==> config.mk <==
export PLATFORM = sky130hd
export DESIGN_NAME = marker_scan_field_extractor_unit
export DESIGN_NICKNAME = d
export VERILOG_FILES = /design/src/hw/rtl/msfe_pkg.sv /design/src/hw/rtl/msfe_cell.sv /design/src/hw/rtl/msfe_chain.sv /design/src/hw/rtl/marker_scan_field_extractor_unit.sv
export SDC_FILE = /design/constraint.sdc
export NUM_CORES = 1
export LEC_CHECK = 0
export BUFFER_PORTS_ARGS = -buffer_cell sky130_fd_sc_hd__buf_2
export CAP_MARGIN = 20
export CORE_ASPECT_RATIO = 0.6
export CORE_MARGIN = 4
export CORE_UTILIZATION = 63
export CTS_BUF_LIST = sky130_fd_sc_hd__clkbuf_4
export CTS_CLUSTER_SIZE = 20
export DETAILED_ROUTE_END_ITERATION = 8
export PLACE_DENSITY_LB_ADDON = 0.05
export SLEW_MARGIN = 20
export SYNTH_ARGS = -nofsm -noshare
export SYNTH_HDL_FRONTEND = slang
export SYNTH_SLANG_ARGS = --single-unit
export TNS_END_PERCENT = 20
==> constraint.sdc <==
create_clock -name i_clk -period 4.45 [get_ports i_clk]
set_input_delay 1.335 -clock i_clk [delete_from_list [all_inputs] [get_ports i_clk]]
set_output_delay 1.335 -clock i_clk [all_outputs]
set_load 0.03 [all_outputs]
==> src/hw/rtl/msfe_pkg.sv <==
// Shared types, constants and codes for the marker scan field extractor.
package msfe_pkg;

    localparam int TAG_LENGTH_DEF = 10;
    localparam int SKIP_BYTES_DEF = 4;
    localparam int WORD_BYTES_DEF = 8;
    localparam int TAG_MAX        = 16;
    localparam int OUT_DEPTH      = 4;

    localparam logic [7:0] TAG_TEXT [TAG_MAX] = '{
        8'h57, 8'h61, 8'h72, 8'h70, 8'h4D, 8'h61, 8'h72, 8'h6B,
        8'h65, 8'h72, 8'h00, 8'h00, 8'h00, 8'h00, 8'h00, 8'h00
    };

    localparam int CFG_INDEX_W = 2;
    localparam int CFG_DATA_W  = 2;

    localparam logic [CFG_INDEX_W-1:0] CFG_SKIP_COUNT   = 2'd0;
    localparam logic [CFG_INDEX_W-1:0] CFG_RECORD_LIMIT = 2'd1;

    localparam logic [1:0] SKIP_COUNT_RESET   = 2'd1;
    localparam logic [1:0] RECORD_LIMIT_RESET = 2'd2;
    localparam logic [1:0] RECORDS_MAX        = 2'd3;

    localparam logic [1:0] KIND_RECORD    = 2'd0;
    localparam logic [1:0] KIND_FOUND     = 2'd1;
    localparam logic [1:0] KIND_NOT_FOUND = 2'd2;

    typedef enum logic [1:0] {
        PH_SEARCH = 2'd0,
        PH_SKIP   = 2'd1,
        PH_POS    = 2'd2,
        PH_BEAT   = 2'd3
    } t_phase;

    typedef struct packed {
        logic [7:0] data_byte;
        logic       end_of_stream;
    } t_in_item;

    typedef struct packed {
        logic [1:0]  kind;
        logic [63:0] position_bits;
        logic [63:0] beat_bits;
        logic [1:0]  record_index;
        logic        last_result;
    } t_out_item;

    typedef struct packed {
        logic shift;
        logic clear;
    } t_cell_ctrl;

endpackage

==> src/hw/rtl/msfe_cell.sv <==
// One byte cell of the scan chain: holds a byte, passes it on, checks the arriving byte.
module msfe_cell #(
    parameter bit         CHECK    = 1'b0,
    parameter logic [7:0] TAG_BYTE = 8'h00
) (
    input  logic                 i_clk,
    input  logic                 i_rst_n,
    input  msfe_pkg::t_cell_ctrl i_ctrl,
    input  logic [7:0]           i_byte,
    output logic [7:0]           o_byte,
    output logic                 o_match
);
    import msfe_pkg::*;

    logic [7:0] r_byte;

    always_ff @(posedge i_clk) begin
        if (!i_rst_n || i_ctrl.clear) begin
            r_byte <= 8'h00;
        end else if (i_ctrl.shift) begin
            r_byte <= i_byte;
        end
    end

    // Cells below the tag window always report a match.
    assign o_match = !CHECK || (i_byte == TAG_BYTE);
    assign o_byte  = r_byte;

endmodule

==> src/hw/rtl/msfe_chain.sv <==
// Row of byte cells: tag window compare at the newest end, word bytes read from the chain.
module msfe_chain #(
    parameter int TAG_LENGTH = msfe_pkg::TAG_LENGTH_DEF,
    parameter int WORD_BYTES = msfe_pkg::WORD_BYTES_DEF
) (
    input  logic                 i_clk,
    input  logic                 i_rst_n,
    input  msfe_pkg::t_cell_ctrl i_ctrl,
    input  logic [7:0]           i_byte,
    output logic                 o_hit,
    output logic [63:0]          o_position_bits,
    output logic [63:0]          o_beat_bits
);
    import msfe_pkg::*;

    localparam int NCELLS = (TAG_LENGTH > 2 * WORD_BYTES) ? TAG_LENGTH : 2 * WORD_BYTES;
    localparam int WIN_BASE  = NCELLS - TAG_LENGTH;
    localparam int WORD_BASE = NCELLS - 2 * WORD_BYTES;

    logic [7:0]        cell_in [NCELLS];
    logic [7:0]        cell_q  [NCELLS];
    logic [NCELLS-1:0] cell_match;

    // The newest byte enters at the top cell; each cell takes its upper neighbor's byte.
    for (genvar k = 0; k < NCELLS; k++) begin : g_cell
        if (k == NCELLS - 1) begin : g_top
            assign cell_in[k] = i_byte;
        end else begin : g_mid
            assign cell_in[k] = cell_q[k+1];
        end

        if (k >= WIN_BASE) begin : g_win
            msfe_cell #(
                .CHECK    (1'b1),
                .TAG_BYTE (TAG_TEXT[k-WIN_BASE])
            ) u_cell (
                .i_clk   (i_clk),
                .i_rst_n (i_rst_n),
                .i_ctrl  (i_ctrl),
                .i_byte  (cell_in[k]),
                .o_byte  (cell_q[k]),
                .o_match (cell_match[k])
            );
        end else begin : g_data
            msfe_cell #(
                .CHECK    (1'b0),
                .TAG_BYTE (8'h00)
            ) u_cell (
                .i_clk   (i_clk),
                .i_rst_n (i_rst_n),
                .i_ctrl  (i_ctrl),
                .i_byte  (cell_in[k]),
                .o_byte  (cell_q[k]),
                .o_match (cell_match[k])
            );
        end
    end

    assign o_hit = &cell_match;

    // After the final beat byte arrives, sequence byte s is on the input of cell WORD_BASE + s.
    for (genvar j = 0; j < 8; j++) begin : g_word
        if (j < WORD_BYTES) begin : g_used
            assign o_position_bits[8*j +: 8] = cell_in[WORD_BASE + j];
            assign o_beat_bits[8*j +: 8]     = cell_in[WORD_BASE + WORD_BYTES + j];
        end else begin : g_zero
            assign o_position_bits[8*j +: 8] = 8'h00;
            assign o_beat_bits[8*j +: 8]     = 8'h00;
        end
    end

endmodule

==> src/hw/rtl/marker_scan_field_extractor_unit.sv <==
// Top level of the marker scan field extractor: sequencing, output queue and configuration.
//
// The block takes one file byte per clock. Bytes shift through a row of byte cells whose
// newest TAG_LENGTH cells compare against the tag in parallel, so a match is seen on the
// byte that completes it. After a match that is not discarded, SKIP_BYTES bytes are
// passed over and the next 2*WORD_BYTES bytes, still held in the same cells, form the
// position and beat words. A record is queued when its last byte is accepted, and an
// end-of-stream status goes in behind it (or stands alone) for the same byte. Results
// go into a four-entry queue; an input byte is taken whenever the queue
// has two free entries, so the sustained rate is one byte per clock as long as the
// consumer drains results, each byte causing at most two. Configuration writes are taken
// at once in any cycle.
module marker_scan_field_extractor_unit #(
    parameter int TAG_LENGTH = msfe_pkg::TAG_LENGTH_DEF,
    parameter int SKIP_BYTES = msfe_pkg::SKIP_BYTES_DEF,
    parameter int WORD_BYTES = msfe_pkg::WORD_BYTES_DEF
) (
    input  logic                                 i_clk,
    input  logic                                 i_rst_n,
    input  logic                                 i_in_valid,
    output logic                                 o_in_ready,
    input  msfe_pkg::t_in_item                   i_in_data,
    output logic                                 o_out_valid,
    input  logic                                 i_out_ready,
    output msfe_pkg::t_out_item                  o_out_data,
    input  logic                                 i_cfg_valid,
    output logic                                 o_cfg_ready,
    input  logic [msfe_pkg::CFG_INDEX_W-1:0]     i_cfg_index,
    input  logic [msfe_pkg::CFG_DATA_W-1:0]      i_cfg_data
);
    import msfe_pkg::*;

    localparam int CNT_MAX = (SKIP_BYTES > WORD_BYTES) ? SKIP_BYTES : WORD_BYTES;
    localparam int CNT_W   = $clog2(CNT_MAX + 1);
    localparam int FR_W    = $clog2(TAG_LENGTH + 1);
    localparam int PTR_W   = $clog2(OUT_DEPTH);
    localparam int CNT_Q_W = $clog2(OUT_DEPTH + 1);

    localparam logic [CNT_W-1:0]   SKIP_END  = CNT_W'(SKIP_BYTES);
    localparam logic [CNT_W-1:0]   WORD_END  = CNT_W'(WORD_BYTES);
    localparam logic [FR_W-1:0]    FRESH_END = FR_W'(TAG_LENGTH);
    localparam logic [CNT_Q_W-1:0] Q_DEPTH   = CNT_Q_W'(OUT_DEPTH);
    localparam logic [CNT_Q_W-1:0] Q_ROOM    = CNT_Q_W'(OUT_DEPTH - 2);

    // Configuration registers.
    logic [1:0] r_skip_count;
    logic [1:0] r_record_limit;

    // Stream state.
    t_phase           r_phase,   n_phase;
    logic [CNT_W-1:0] r_cnt,     n_cnt;
    logic [FR_W-1:0]  r_fresh,   n_fresh;
    logic [1:0]       r_matches, n_matches;
    logic [1:0]       r_records, n_records;

    // Output queue.
    t_out_item          r_fifo [OUT_DEPTH];
    logic [PTR_W-1:0]   r_wr_ptr;
    logic [PTR_W-1:0]   r_rd_ptr;
    logic [CNT_Q_W-1:0] r_count;

    logic        accept;
    logic        active;
    logic        eos;
    logic        chain_hit;
    logic        hit;
    logic [63:0] position_bits;
    logic [63:0] beat_bits;
    logic [FR_W-1:0]  fresh_inc;
    logic [CNT_W-1:0] cnt_inc;
    logic        skip_done;
    logic        word_done;
    logic [1:0]  records_inc;
    logic [1:0]  records_after;
    logic        rec_emit;
    t_cell_ctrl  cell_ctrl;
    t_out_item   rec_item;
    t_out_item   status_item;
    t_out_item   first_item;
    logic [1:0]  push_n;
    logic        pop;

    assign o_cfg_ready = 1'b1;
    assign o_in_ready  = (r_count <= Q_ROOM);
    assign accept      = i_in_valid && o_in_ready;
    assign eos         = i_in_data.end_of_stream;
    assign active      = (r_records < r_record_limit);

    assign fresh_inc   = (r_fresh < FRESH_END) ? r_fresh + 1'b1 : r_fresh;
    assign hit         = chain_hit && (fresh_inc == FRESH_END);
    assign cnt_inc     = r_cnt + 1'b1;
    assign skip_done   = (cnt_inc >= SKIP_END);
    assign word_done   = (cnt_inc >= WORD_END);
    assign records_inc = (r_records == RECORDS_MAX) ? r_records : r_records + 2'd1;

    msfe_chain #(
        .TAG_LENGTH (TAG_LENGTH),
        .WORD_BYTES (WORD_BYTES)
    ) u_chain (
        .i_clk           (i_clk),
        .i_rst_n         (i_rst_n),
        .i_ctrl          (cell_ctrl),
        .i_byte          (i_in_data.data_byte),
        .o_hit           (chain_hit),
        .o_position_bits (position_bits),
        .o_beat_bits     (beat_bits)
    );

    // Next-state logic of the phase sequencer and its counters.
    always_comb begin
        n_phase   = r_phase;
        n_cnt     = r_cnt;
        n_fresh   = r_fresh;
        n_matches = r_matches;
        n_records = r_records;
        if (accept && active) begin
            unique case (r_phase)
                PH_SEARCH: begin
                    n_fresh = fresh_inc;
                    if (hit) begin
                        n_fresh = '0;
                        if (r_matches < r_skip_count) begin
                            n_matches = r_matches + 2'd1;
                        end else if (SKIP_BYTES == 0) begin
                            n_phase = PH_POS;
                            n_cnt   = '0;
                        end else begin
                            n_phase = PH_SKIP;
                            n_cnt   = '0;
                        end
                    end
                end
                PH_SKIP: begin
                    if (skip_done) begin
                        n_phase = PH_POS;
                        n_cnt   = '0;
                    end else begin
                        n_cnt = cnt_inc;
                    end
                end
                PH_POS: begin
                    if (word_done) begin
                        n_phase = PH_BEAT;
                        n_cnt   = '0;
                    end else begin
                        n_cnt = cnt_inc;
                    end
                end
                PH_BEAT: begin
                    if (word_done) begin
                        n_phase   = PH_SEARCH;
                        n_cnt     = '0;
                        n_fresh   = '0;
                        n_records = records_inc;
                    end else begin
                        n_cnt = cnt_inc;
                    end
                end
                default: begin
                    n_phase = PH_SEARCH;
                end
            endcase
        end
        // The end of a file returns all stream state to its reset value.
        if (accept && eos) begin
            n_phase   = PH_SEARCH;
            n_cnt     = '0;
            n_fresh   = '0;
            n_matches = '0;
            n_records = '0;
        end
    end

    // Sequencer outputs: cell control and record emission.
    always_comb begin
        cell_ctrl.shift = accept && active;
        cell_ctrl.clear = accept && eos;
        rec_emit        = 1'b0;
        unique case (r_phase)
            PH_BEAT: rec_emit = accept && active && word_done;
            default: rec_emit = 1'b0;
        endcase
    end

    assign records_after = rec_emit ? records_inc : r_records;

    always_comb begin
        rec_item.kind          = KIND_RECORD;
        rec_item.position_bits = position_bits;
        rec_item.beat_bits     = beat_bits;
        rec_item.record_index  = r_records;
        rec_item.last_result   = !eos;

        status_item.kind          = (records_after >= r_record_limit) ? KIND_FOUND
                                                                      : KIND_NOT_FOUND;
        status_item.position_bits = '0;
        status_item.beat_bits     = '0;
        status_item.record_index  = '0;
        status_item.last_result   = 1'b1;

        first_item = rec_emit ? rec_item : status_item;
        push_n     = accept ? {1'b0, rec_emit} + {1'b0, eos} : 2'd0;
    end

    assign pop         = o_out_valid && i_out_ready;
    assign o_out_valid = (r_count != '0);
    assign o_out_data  = r_fifo[r_rd_ptr];

    always_ff @(posedge i_clk) begin
        if (!i_rst_n) begin
            r_phase   <= PH_SEARCH;
            r_cnt     <= '0;
            r_fresh   <= '0;
            r_matches <= '0;
            r_records <= '0;
        end else begin
            r_phase   <= n_phase;
            r_cnt     <= n_cnt;
            r_fresh   <= n_fresh;
            r_matches <= n_matches;
            r_records <= n_records;
        end
    end

    always_ff @(posedge i_clk) begin
        if (!i_rst_n) begin
            r_skip_count   <= SKIP_COUNT_RESET;
            r_record_limit <= RECORD_LIMIT_RESET;
        end else if (i_cfg_valid) begin
            unique case (i_cfg_index)
                CFG_SKIP_COUNT:   r_skip_count   <= i_cfg_data;
                CFG_RECORD_LIMIT: r_record_limit <= i_cfg_data;
                default: begin
                end
            endcase
        end
    end

    always_ff @(posedge i_clk) begin
        if (!i_rst_n) begin
            r_wr_ptr <= '0;
            r_rd_ptr <= '0;
            r_count  <= '0;
        end else begin
            r_wr_ptr <= r_wr_ptr + PTR_W'(push_n);
            r_rd_ptr <= r_rd_ptr + PTR_W'(pop);
            r_count  <= r_count + CNT_Q_W'(push_n) - CNT_Q_W'(pop);
        end
    end

    // When a byte completes a record and ends the file, the status goes in behind it.
    always_ff @(posedge i_clk) begin
        if (push_n != 2'd0) begin
            r_fifo[r_wr_ptr] <= first_item;
        end
        if (push_n == 2'd2) begin
            r_fifo[r_wr_ptr + PTR_W'(1)] <= status_item;
        end
    end

    a_queue_bound : assert property (@(posedge i_clk) disable iff (!i_rst_n)
        r_count <= Q_DEPTH)
        else $error("output queue holds more transactions than its depth");

    a_eos_clears : assert property (@(posedge i_clk) disable iff (!i_rst_n)
        (accept && eos) |=> (r_phase == PH_SEARCH && r_records == '0
                             && r_matches == '0 && r_fresh == '0))
        else $error("stream state not cleared after end of stream");

    a_record_capture : assert property (@(posedge i_clk) disable iff (!i_rst_n)
        rec_emit |-> (r_records < r_record_limit && o_in_ready)
                     ##1 (r_count != '0))
        else $error("record emitted outside capture or not queued");

endmodule

==> flow_summary.html, run 1 <==
<table>
<tr><th>Metric</th><th>Value</th></tr>
<tr><th colspan="2">Synthesis</th></tr>
<tr><td>Commonest register cell after synthesis</td><td>dfxtp_1</td></tr>
<tr><td>Number of enable-type register cells in the synthesized netlist</td><td>8</td></tr>
<tr><td>Async set or reset register ratio after synthesis</td><td>0</td></tr>
<tr><td>Synthesized netlist cell count</td><td>2101</td></tr>
<tr><td>Net Count, Synth</td><td>2137</td></tr>
<tr><td>Synthesized cell area</td><td>25000 sq um</td></tr>
<tr><td>Number of library cell types mapped by synthesis</td><td>59</td></tr>
<tr><td>Number of warnings reported in the yosys synthesis log</td><td>0</td></tr>
<tr><td>Post-synthesis sequential area ratio</td><td>0.545</td></tr>
<tr><td>Flop and latch count out of synthesis</td><td>677</td></tr>
<tr><td>Syn avg cell area</td><td>11.9 sq um</td></tr>
<tr><th colspan="2">Drt</th></tr>
<tr><td>Routed length on met3</td><td>6370 um</td></tr>
<tr><td>Iteration-0 DRC count of the detailed router</td><td>1928</td></tr>
<tr><td>Total number of vias</td><td>18900</td></tr>
<tr><td>Routed length on met2</td><td>30600 um</td></tr>
<tr><td>Number of nets still failing antenna checks after routing</td><td>0</td></tr>
<tr><td>Met1 wire length</td><td>29500 um</td></tr>
<tr><td>Top sig layer</td><td>met4</td></tr>
<tr><td>Total routed wirelength</td><td>67400 um</td></tr>
<tr><td>Via/cell ratio</td><td>6.58</td></tr>
<tr><td>Router iterations before antenna repair</td><td>5</td></tr>
<tr><td>Post-detailed-route DRC marker count</td><td>0</td></tr>
<tr><td>Average detailed-routed wire length per instance</td><td>23.5 um</td></tr>
<tr><th colspan="2">Floorplanning</th></tr>
<tr><td>Die width</td><td>265 um</td></tr>
<tr><td>Die area</td><td>43100 sq um</td></tr>
<tr><td>Vertical die dimension</td><td>162 um</td></tr>
<tr><td>Placeable core region</td><td>39200 sq um</td></tr>
<tr><td>Site row count</td><td>56</td></tr>
<tr><td>Count of pins on the block boundary</td><td>154</td></tr>
<tr><td>Effective utilization at floorplan</td><td>0.639</td></tr>
<tr><th colspan="2">Setup path</th></tr>
<tr><td>Largest fanout of any net on the critical path</td><td>22</td></tr>
<tr><td>Endpoint required time on the critical path</td><td>3.12 ns</td></tr>
<tr><td>CP Capture Type</td><td>output port</td></tr>
<tr><td>Arrival time worst endpoint</td><td>2.82 ns</td></tr>
<tr><td>Kind of start point of the critical path</td><td>flop</td></tr>
<tr><td>Critical path type</td><td>flop to output port</td></tr>
<tr><th colspan="2">Final layout</th></tr>
<tr><td>Synth-to-Final Area Change</td><td>12.4%</td></tr>
<tr><td>Final Instance Area</td><td>28100 sq um</td></tr>
<tr><td>Final core utilization</td><td>0.718</td></tr>
<tr><td>Number of nets in the layout</td><td>2289</td></tr>
<tr><td>Most frequent standard cell in the layout excluding fill and tap cells</td><td>dfxtp_1</td></tr>
<tr><td>Leading cell types in the layout, fill and taps excluded</td><td>dfxtp_1, a22o_1, nand2_1, clkbuf_4, buf_2</td></tr>
<tr><td>Number of fill cells</td><td>2815</td></tr>
<tr><td>Share of layout cells above drive strength 1</td><td>0.246</td></tr>
<tr><th colspan="2">Clocking</th></tr>
<tr><td>Number of hold-repair buffers added at the cts stage</td><td>0</td></tr>
<tr><td>Clock transition at the registers of the reported paths</td><td>0.07 ns</td></tr>
<tr><td>Clock Tree Root</td><td>clkbuf_4</td></tr>
<tr><td>Level count of the clock H-tree</td><td>4</td></tr>
<tr><td>Clock latency reported for the late side of the worst-skew pair</td><td>0.86 ns</td></tr>
<tr><td>Num CTS Buffers</td><td>154</td></tr>
<tr><td>Number of gates resized after cts</td><td>0</td></tr>
<tr><td>Clock tree from TritonCTS</td><td>built</td></tr>
<tr><td>Largest buffer count on any clock path</td><td>3</td></tr>
<tr><td>Number of clock sinks</td><td>677</td></tr>
<tr><td>Number of buffers inserted by post-CTS setup repair</td><td>0</td></tr>
<tr><th colspan="2">STA</th></tr>
<tr><td>Worst-margin pin slew</td><td>1.15 ns</td></tr>
<tr><td>Total count of max-transition violations in the final report</td><td>0</td></tr>
<tr><td>Final hold viol count</td><td>0</td></tr>
<tr><td>Final Cycle Share</td><td>0.934</td></tr>
<tr><td>Min Clock Period, post-route</td><td>4.16 ns</td></tr>
<tr><td>Final setup TNS</td><td>0 ns</td></tr>
<tr><td>Max-slew headroom</td><td>0.236</td></tr>
<tr><td>Clock skew</td><td>0.0436 ns</td></tr>
<tr><td>Final Setup Violations</td><td>0</td></tr>
<tr><td>Fmax</td><td>240 MHz</td></tr>
<tr><td>RSZ-0062 raised after global routing</td><td>no</td></tr>
<tr><th colspan="2">Pwr</th></tr>
<tr><td>Fraction of power consumed by combinational cells</td><td>0.111</td></tr>
<tr><td>Switching power total</td><td>0.00342 W</td></tr>
<tr><td>Switching share of power</td><td>0.269</td></tr>
<tr><td>Largest vdd supply drop</td><td>0.274 mV</td></tr>
<tr><td>Power Internal</td><td>0.00927 W</td></tr>
<tr><td>Power Density</td><td>451 nW/um^2</td></tr>
<tr><td>Proportion of power drawn by flip-flops and latches</td><td>0.493</td></tr>
<tr><td>Leakage power summed over all cells</td><td>11.0 nW</td></tr>
<tr><td>Clk pwr share</td><td>0.396</td></tr>
<tr><th colspan="2">GRT</th></tr>
<tr><td>Vias in the first global route</td><td>18700</td></tr>
<tr><td>Global-route wire length before repair</td><td>106000 um</td></tr>
<tr><td>Maximum number of pins on one net before global-route repair</td><td>131</td></tr>
<tr><td>Global Route Usage Sum</td><td>0.307</td></tr>
<tr><td>Global route overflow</td><td>0</td></tr>
<tr><td>Number of antenna violations at the first check in global routing</td><td>1</td></tr>
<tr><th colspan="2">Worst hold path</th></tr>
<tr><td>Class of the most critical hold timing path</td><td>flop to flop</td></tr>
<tr><th colspan="2">Place</th></tr>
<tr><td>Placed cell areas</td><td>26200 sq um</td></tr>
<tr><td>RePlAce Congestion</td><td>0.838</td></tr>
<tr><td>Dpl hpwl</td><td>38300 um</td></tr>
<tr><td>Number of buffer cells added on primary ports</td><td>152</td></tr>
<tr><th colspan="2">Outcome</th></tr>
<tr><td>Result of the run</td><td>completed</td></tr>
<tr><th colspan="2">Flow run</th></tr>
<tr><td>Number of max-cap violations</td><td>0</td></tr>
</table>
==> flip-flops by register name, summed over array words and instances (netlist names), 3 cells and up <==
register                             flops
r_cnt                                    4
r_count                                  3
r_fifo                                 532
r_fresh                                  4
u_chain.g_cell.g_data.u_cell.o_byte     40
u_chain.g_cell.g_win.u_cell.o_byte      80
==> worst max-delay path, cell delays in order (launching register included) <==
cell,delay [ns]
dfxtp_4,0.63
buf_4,0.50
mux4_2,0.62
buf_2,0.21
==> layout make-up <==
class | instances | area [sq um] | share of cell area
sequential | 677 | 13600 | 0.485
clock buffer | 226 | 1700 | 0.0603
antenna | 1 | 2.50 | 0.0000890
timing repair buffer | 185 | 1220 | 0.0434
multi-input combinational | 1215 | 10600 | 0.376
clock inverter | 25 | 260 | 0.00926
inverter | 20 | 75.1 | 0.00267
tap | 522 | 653 | 0.0232
==> power groups by stage <==
stage	logic (W)	clock network [W]	registers, W
6_report	0.00141	0.00503	0.00625
3_5_place_dp	0.00141	0	0.00639
3_3_place_gp	0.00141	0	0.00639
4_1_cts	0.00142	0.00509	0.00625
2_1_floorplan	0.00107	0	0.00629
5_1_grt	0.00151	0.00543	0.00626
==> routing by layer <==
metal,vias up,track usage
met3,82,0.0769
met1,9592,0.447
li1,8322,-
met5,-,0
met4,0,0.0777
met2,903,0.464
==> synth_stat cells (3+ instances only) <==
cell type | n | area [sq um]
dfxtp_1 | 669 | 13400
a22o_1 | 520 | 4550
nand2_1 | 266 | 998
mux4_2 | 133 | 3000
a21oi_1 | 126 | 631
clkbuf_1 | 111 | 417
buf_2 | 45 | 225
nor2_1 | 26 | 97.6
buf_4 | 22 | 165
inv_1 | 19 | 71.3
ha_1 | 17 | 213
buf_1 | 11 | 41.3
and2_1 | 10 | 62.6
edfxtp_1 | 8 | 240
nand2b_1 | 8 | 50.1
nand4_1 | 8 | 50.1
mux2i_1 | 7 | 70.1
nand3_1 | 7 | 35.0
o21ai_0 | 7 | 35.0
nor2b_1 | 6 | 37.5
nor4b_1 | 5 | 43.8
nor4bb_1 | 5 | 50.1
xnor2_1 | 5 | 43.8
xor2_1 | 5 | 43.8
a21o_1 | 4 | 30.0
and4b_1 | 4 | 40.0
nor3_1 | 4 | 20.0
o21ai_1 | 3 | 15.0
or3_1 | 3 | 18.8
==> through the flow <==
step	total power, W	std cells	hold slack [ns]	setup WS (ns)
after floorplan	0.00736	2101	0.431	0.656
after global placement	0.00779	2619	0.445	0.439
after detailed placement	0.00780	2619	0.458	0.263
after CTS	0.0128	2870	0.477	0.189
after global routing	0.0132	2871	0.486	0.0822
final	0.0127	2871	0.475	0.292
==> kinds of logic after synthesis <==
family / share of synthesized area
AOI/OAI and AO/OA: 0.218
adders and majority gates: 0.00930
xor gates and xnor gates: 0.00350
buffers and inverters: 0.0369
other: 0.000150
DFF: 0.545
muxes: 0.123
and+or+nand+nor: 0.0651
==> final timing paths <==
check	start	endpoint	slack, ns	cells after the start
setup / recovery	r_rd_ptr[0]	o_out_data[108]	0.29	3
hold / removal	r_fifo[3][87]	r_fifo[3][87]	0.48	1
setup reg to reg	r_records[1]	r_fifo[0][98]	0.73	12
hold reg to reg	r_fifo[3][87]	r_fifo[3][87]	0.48	1
(Power assumes the default switching activity.)
==> run 2: changes to the inputs <==
RECOVER_POWER = 100   (was default)
==> flow_summary.html, run 2 (synthesis gave the netlist of run 1 again) <==
<table>
<tr><th>Metric</th><th>Value</th></tr>
<tr><th colspan="2">Outcome</th></tr>
<tr><td>Result of the run</td><td>complete, but fails checks</td></tr>
<tr><td>Violations in the final reports</td><td>capacitance limit, slew limit</td></tr>
<tr><th colspan="2">Place</th></tr>
<tr><td>Number of buffer cells added on primary ports</td><td>152 (unchanged)</td></tr>
<tr><td>Number of cells after detailed placement</td><td>2619 (unchanged)</td></tr>
<tr><td>Dpl hpwl</td><td>38300 um (unchanged)</td></tr>
<tr><td>RePlAce Congestion</td><td>0.838 (unchanged)</td></tr>
<tr><th colspan="2">Floorplanning</th></tr>
<tr><td>Placeable core region</td><td>39200 sq um (unchanged)</td></tr>
<tr><td>Site row count</td><td>56 (unchanged)</td></tr>
<tr><td>Vertical die dimension</td><td>162 um (unchanged)</td></tr>
<tr><td>Count of pins on the block boundary</td><td>154 (unchanged)</td></tr>
<tr><td>Die width</td><td>265 um (unchanged)</td></tr>
<tr><td>Effective utilization at floorplan</td><td>0.639 (unchanged)</td></tr>
<tr><td>Die area</td><td>43100 sq um (unchanged)</td></tr>
<tr><th colspan="2">Clocking</th></tr>
<tr><td>Level count of the clock H-tree</td><td>4 (unchanged)</td></tr>
<tr><td>Number of clock sinks</td><td>677 (unchanged)</td></tr>
<tr><td>Clock latency reported for the late side of the worst-skew pair</td><td>0.85 ns (about the same)</td></tr>
<tr><td>Number of hold-repair buffers added at the cts stage</td><td>0 (unchanged)</td></tr>
<tr><td>Number of gates resized after cts</td><td>0 (unchanged)</td></tr>
<tr><td>Num CTS Buffers</td><td>154 (unchanged)</td></tr>
<tr><td>Clock Tree Root</td><td>clkbuf_4</td></tr>
<tr><td>Clock tree from TritonCTS</td><td>built</td></tr>
<tr><td>Clock transition at the registers of the reported paths</td><td>0.07 ns (about the same)</td></tr>
<tr><td>Number of buffers inserted by post-CTS setup repair</td><td>0 (unchanged)</td></tr>
<tr><td>Largest buffer count on any clock path</td><td>3 (unchanged)</td></tr>
<tr><th colspan="2">Final layout</th></tr>
<tr><td>Synth-to-Final Area Change</td><td>11.4%</td></tr>
<tr><td>Leading cell types in the layout, fill and taps excluded</td><td>dfxtp_1, a22o_1, nand2_1, clkbuf_4, mux4_2</td></tr>
<tr><td>Number of fill cells</td><td>2869 (+1.9%)</td></tr>
<tr><td>Share of layout cells above drive strength 1</td><td>0.219 (-0.0268)</td></tr>
<tr><td>Multi-input gate area</td><td>10500 sq um (-0.63%)</td></tr>
<tr><td>Sequential cell area</td><td>13600 sq um (unchanged)</td></tr>
<tr><td>Number of nets in the layout</td><td>2289 (unchanged)</td></tr>
<tr><td>Most frequent standard cell in the layout excluding fill and tap cells</td><td>dfxtp_1</td></tr>
<tr><td>Final Instance Count excl. Fillers</td><td>2871 (unchanged)</td></tr>
<tr><td>Largest reg by FF count</td><td>r_fifo</td></tr>
<tr><td>Max reg flops</td><td>532 (unchanged)</td></tr>
<tr><th colspan="2">STA</th></tr>
<tr><td>Fmax</td><td>236 MHz (-1.7%)</td></tr>
<tr><td>Max-slew headroom</td><td>-0.787 (-1.02)</td></tr>
<tr><td>RSZ-0062 raised after global routing</td><td>no</td></tr>
<tr><td>Final Cycle Share</td><td>0.951 (+0.0164)</td></tr>
<tr><td>Total count of max-transition violations in the final report</td><td>123 (+123)</td></tr>
<tr><td>Final hold viol count</td><td>0 (unchanged)</td></tr>
<tr><td>Final Setup Violations</td><td>0 (unchanged)</td></tr>
<tr><td>Final setup TNS</td><td>0 ns (unchanged)</td></tr>
<tr><td>Min Clock Period, post-route</td><td>4.23 ns (+0.0729 ns)</td></tr>
<tr><td>Worst-margin pin slew</td><td>2.68 ns (+1.53 ns)</td></tr>
<tr><td>Clock skew</td><td>0.0446 ns (+0.00101 ns)</td></tr>
<tr><th colspan="2">Setup path</th></tr>
<tr><td>Kind of start point of the critical path</td><td>flop</td></tr>
<tr><td>Endpoint required time on the critical path</td><td>5.21 ns (+2.09 ns)</td></tr>
<tr><td>Largest fanout of any net on the critical path</td><td>58 (+160%)</td></tr>
<tr><td>Critical path type</td><td>flop to flop</td></tr>
<tr><td>CP Capture Type</td><td>flop</td></tr>
<tr><td>R2R setup slack</td><td>0.22 ns (-0.51 ns)</td></tr>
<tr><td>Arrival time worst endpoint</td><td>4.99 ns (+2.17 ns)</td></tr>
<tr><th colspan="2">Drt</th></tr>
<tr><td>Post-detailed-route DRC marker count</td><td>0 (unchanged)</td></tr>
<tr><td>Router iterations before antenna repair</td><td>6 (+1)</td></tr>
<tr><td>Via/cell ratio</td><td>6.55 (-0.55%)</td></tr>
<tr><td>Iteration-0 DRC count of the detailed router</td><td>1783 (-7.5%)</td></tr>
<tr><td>Average detailed-routed wire length per instance</td><td>23.5 um (about the same)</td></tr>
<tr><td>Total routed wirelength</td><td>67400 um (about the same)</td></tr>
<tr><td>Total number of vias</td><td>18800 (-0.55%)</td></tr>
<tr><td>Number of nets still failing antenna checks after routing</td><td>0 (unchanged)</td></tr>
<tr><th colspan="2">Flow run</th></tr>
<tr><td>Number of max-cap violations</td><td>1 (+1)</td></tr>
<tr><th colspan="2">GRT</th></tr>
<tr><td>Global-route wire length before repair</td><td>106000 um (unchanged)</td></tr>
<tr><td>Global Route Usage Sum</td><td>0.307 (unchanged)</td></tr>
<tr><td>Maximum number of pins on one net before global-route repair</td><td>131 (unchanged)</td></tr>
<tr><td>Vias in the first global route</td><td>18700 (unchanged)</td></tr>
<tr><td>Global route overflow</td><td>0 (unchanged)</td></tr>
<tr><td>Number of antenna violations at the first check in global routing</td><td>1 (unchanged)</td></tr>
<tr><th colspan="2">Pwr</th></tr>
<tr><td>Power Density</td><td>453 nW/um^2 (+0.45%)</td></tr>
<tr><td>Largest vdd supply drop</td><td>0.273 mV (-0.33%)</td></tr>
<tr><td>Leakage power summed over all cells</td><td>10.6 nW (-3.3%)</td></tr>
<tr><th colspan="2">Worst hold path</th></tr>
<tr><td>Class of the most critical hold timing path</td><td>flop to flop</td></tr>
</table>
-- run 2: cell types whose count changed in the layout (fill, tap and decap cells not counted), sizes merged --
cell    change
buf       -135
clkbuf    +135
-- run 2: final timing paths --
check                     start            end  cells past startpoint
setup / recovery   r_records[1]  r_fifo[0][98]                     12
hold / removal    r_fifo[2][89]  r_fifo[2][89]                      1
setup reg to reg   r_records[1]  r_fifo[0][98]                     12
hold reg to reg   r_fifo[2][89]  r_fifo[2][89]                      1
-- run 2: area by class of cell --
| class | instances | share of cell area |
|---|---|---|
| well taps | 522 | 0.0234 |
| diodes | 1 | 0.0000897 |
| clock inverters | 25 | 0.00933 |
| clock buffers | 226 | 0.0608 |
| repair buffers | 185 | 0.0380 |
| flip-flops and latches | 677 | 0.489 |
| inverters | 20 | 0.00269 |
| multi-input cells | 1215 | 0.376 |
-- run 2: through the flow --
step	setup slack (ns)	total power, W	util	cell area (sq um)	hold slack [ns]
floorplan	0.656	0.00736	-	25000	0.431
detailed placement	0.263	0.00780	0.668	26200	0.458
CTS	0.189	0.0128	0.718	28100	0.477
global placement	0.439	0.00779	0.668	26200	0.445
finish	0.219	0.0126	0.712	27900	0.474
global route	0.0511	0.0131	0.712	27900	0.486
-- run 2: critical path, stage by stage (launching register included) --
cell and delay, ns:
dfxtp_1 0.43, ha_1 0.34, inv_1 0.06, o2111a_4 0.29, nand3_1 0.11, clkinv_1 0.21
ha_1 0.39, nor2_1 0.46, or3_1 0.28, o21ai_0 0.13, nand2_2 0.61, buf_6 0.56
a22o_1 0.23
-- run 2: power breakdown --
group | internal (W) | total, W | switching, W
Combinational | 0.000453 | 0.00136 | 0.000909
Sequential | 0.00612 | 0.00624 | 0.000123
Clock | 0.00265 | 0.00503 | 0.00238
Total | 0.00922 | 0.0126 | 0.00341
-- run 2: per-layer routing --
layer / GRT usage / vias up / share of wire
met5: 0 / - / 0
met4: 0.0777 / 0 / 0.013
met3: 0.0769 / 79 / 0.087
met2: 0.464 / 839 / 0.45
met1: 0.447 / 9553 / 0.45
li1: - / 8324 / -
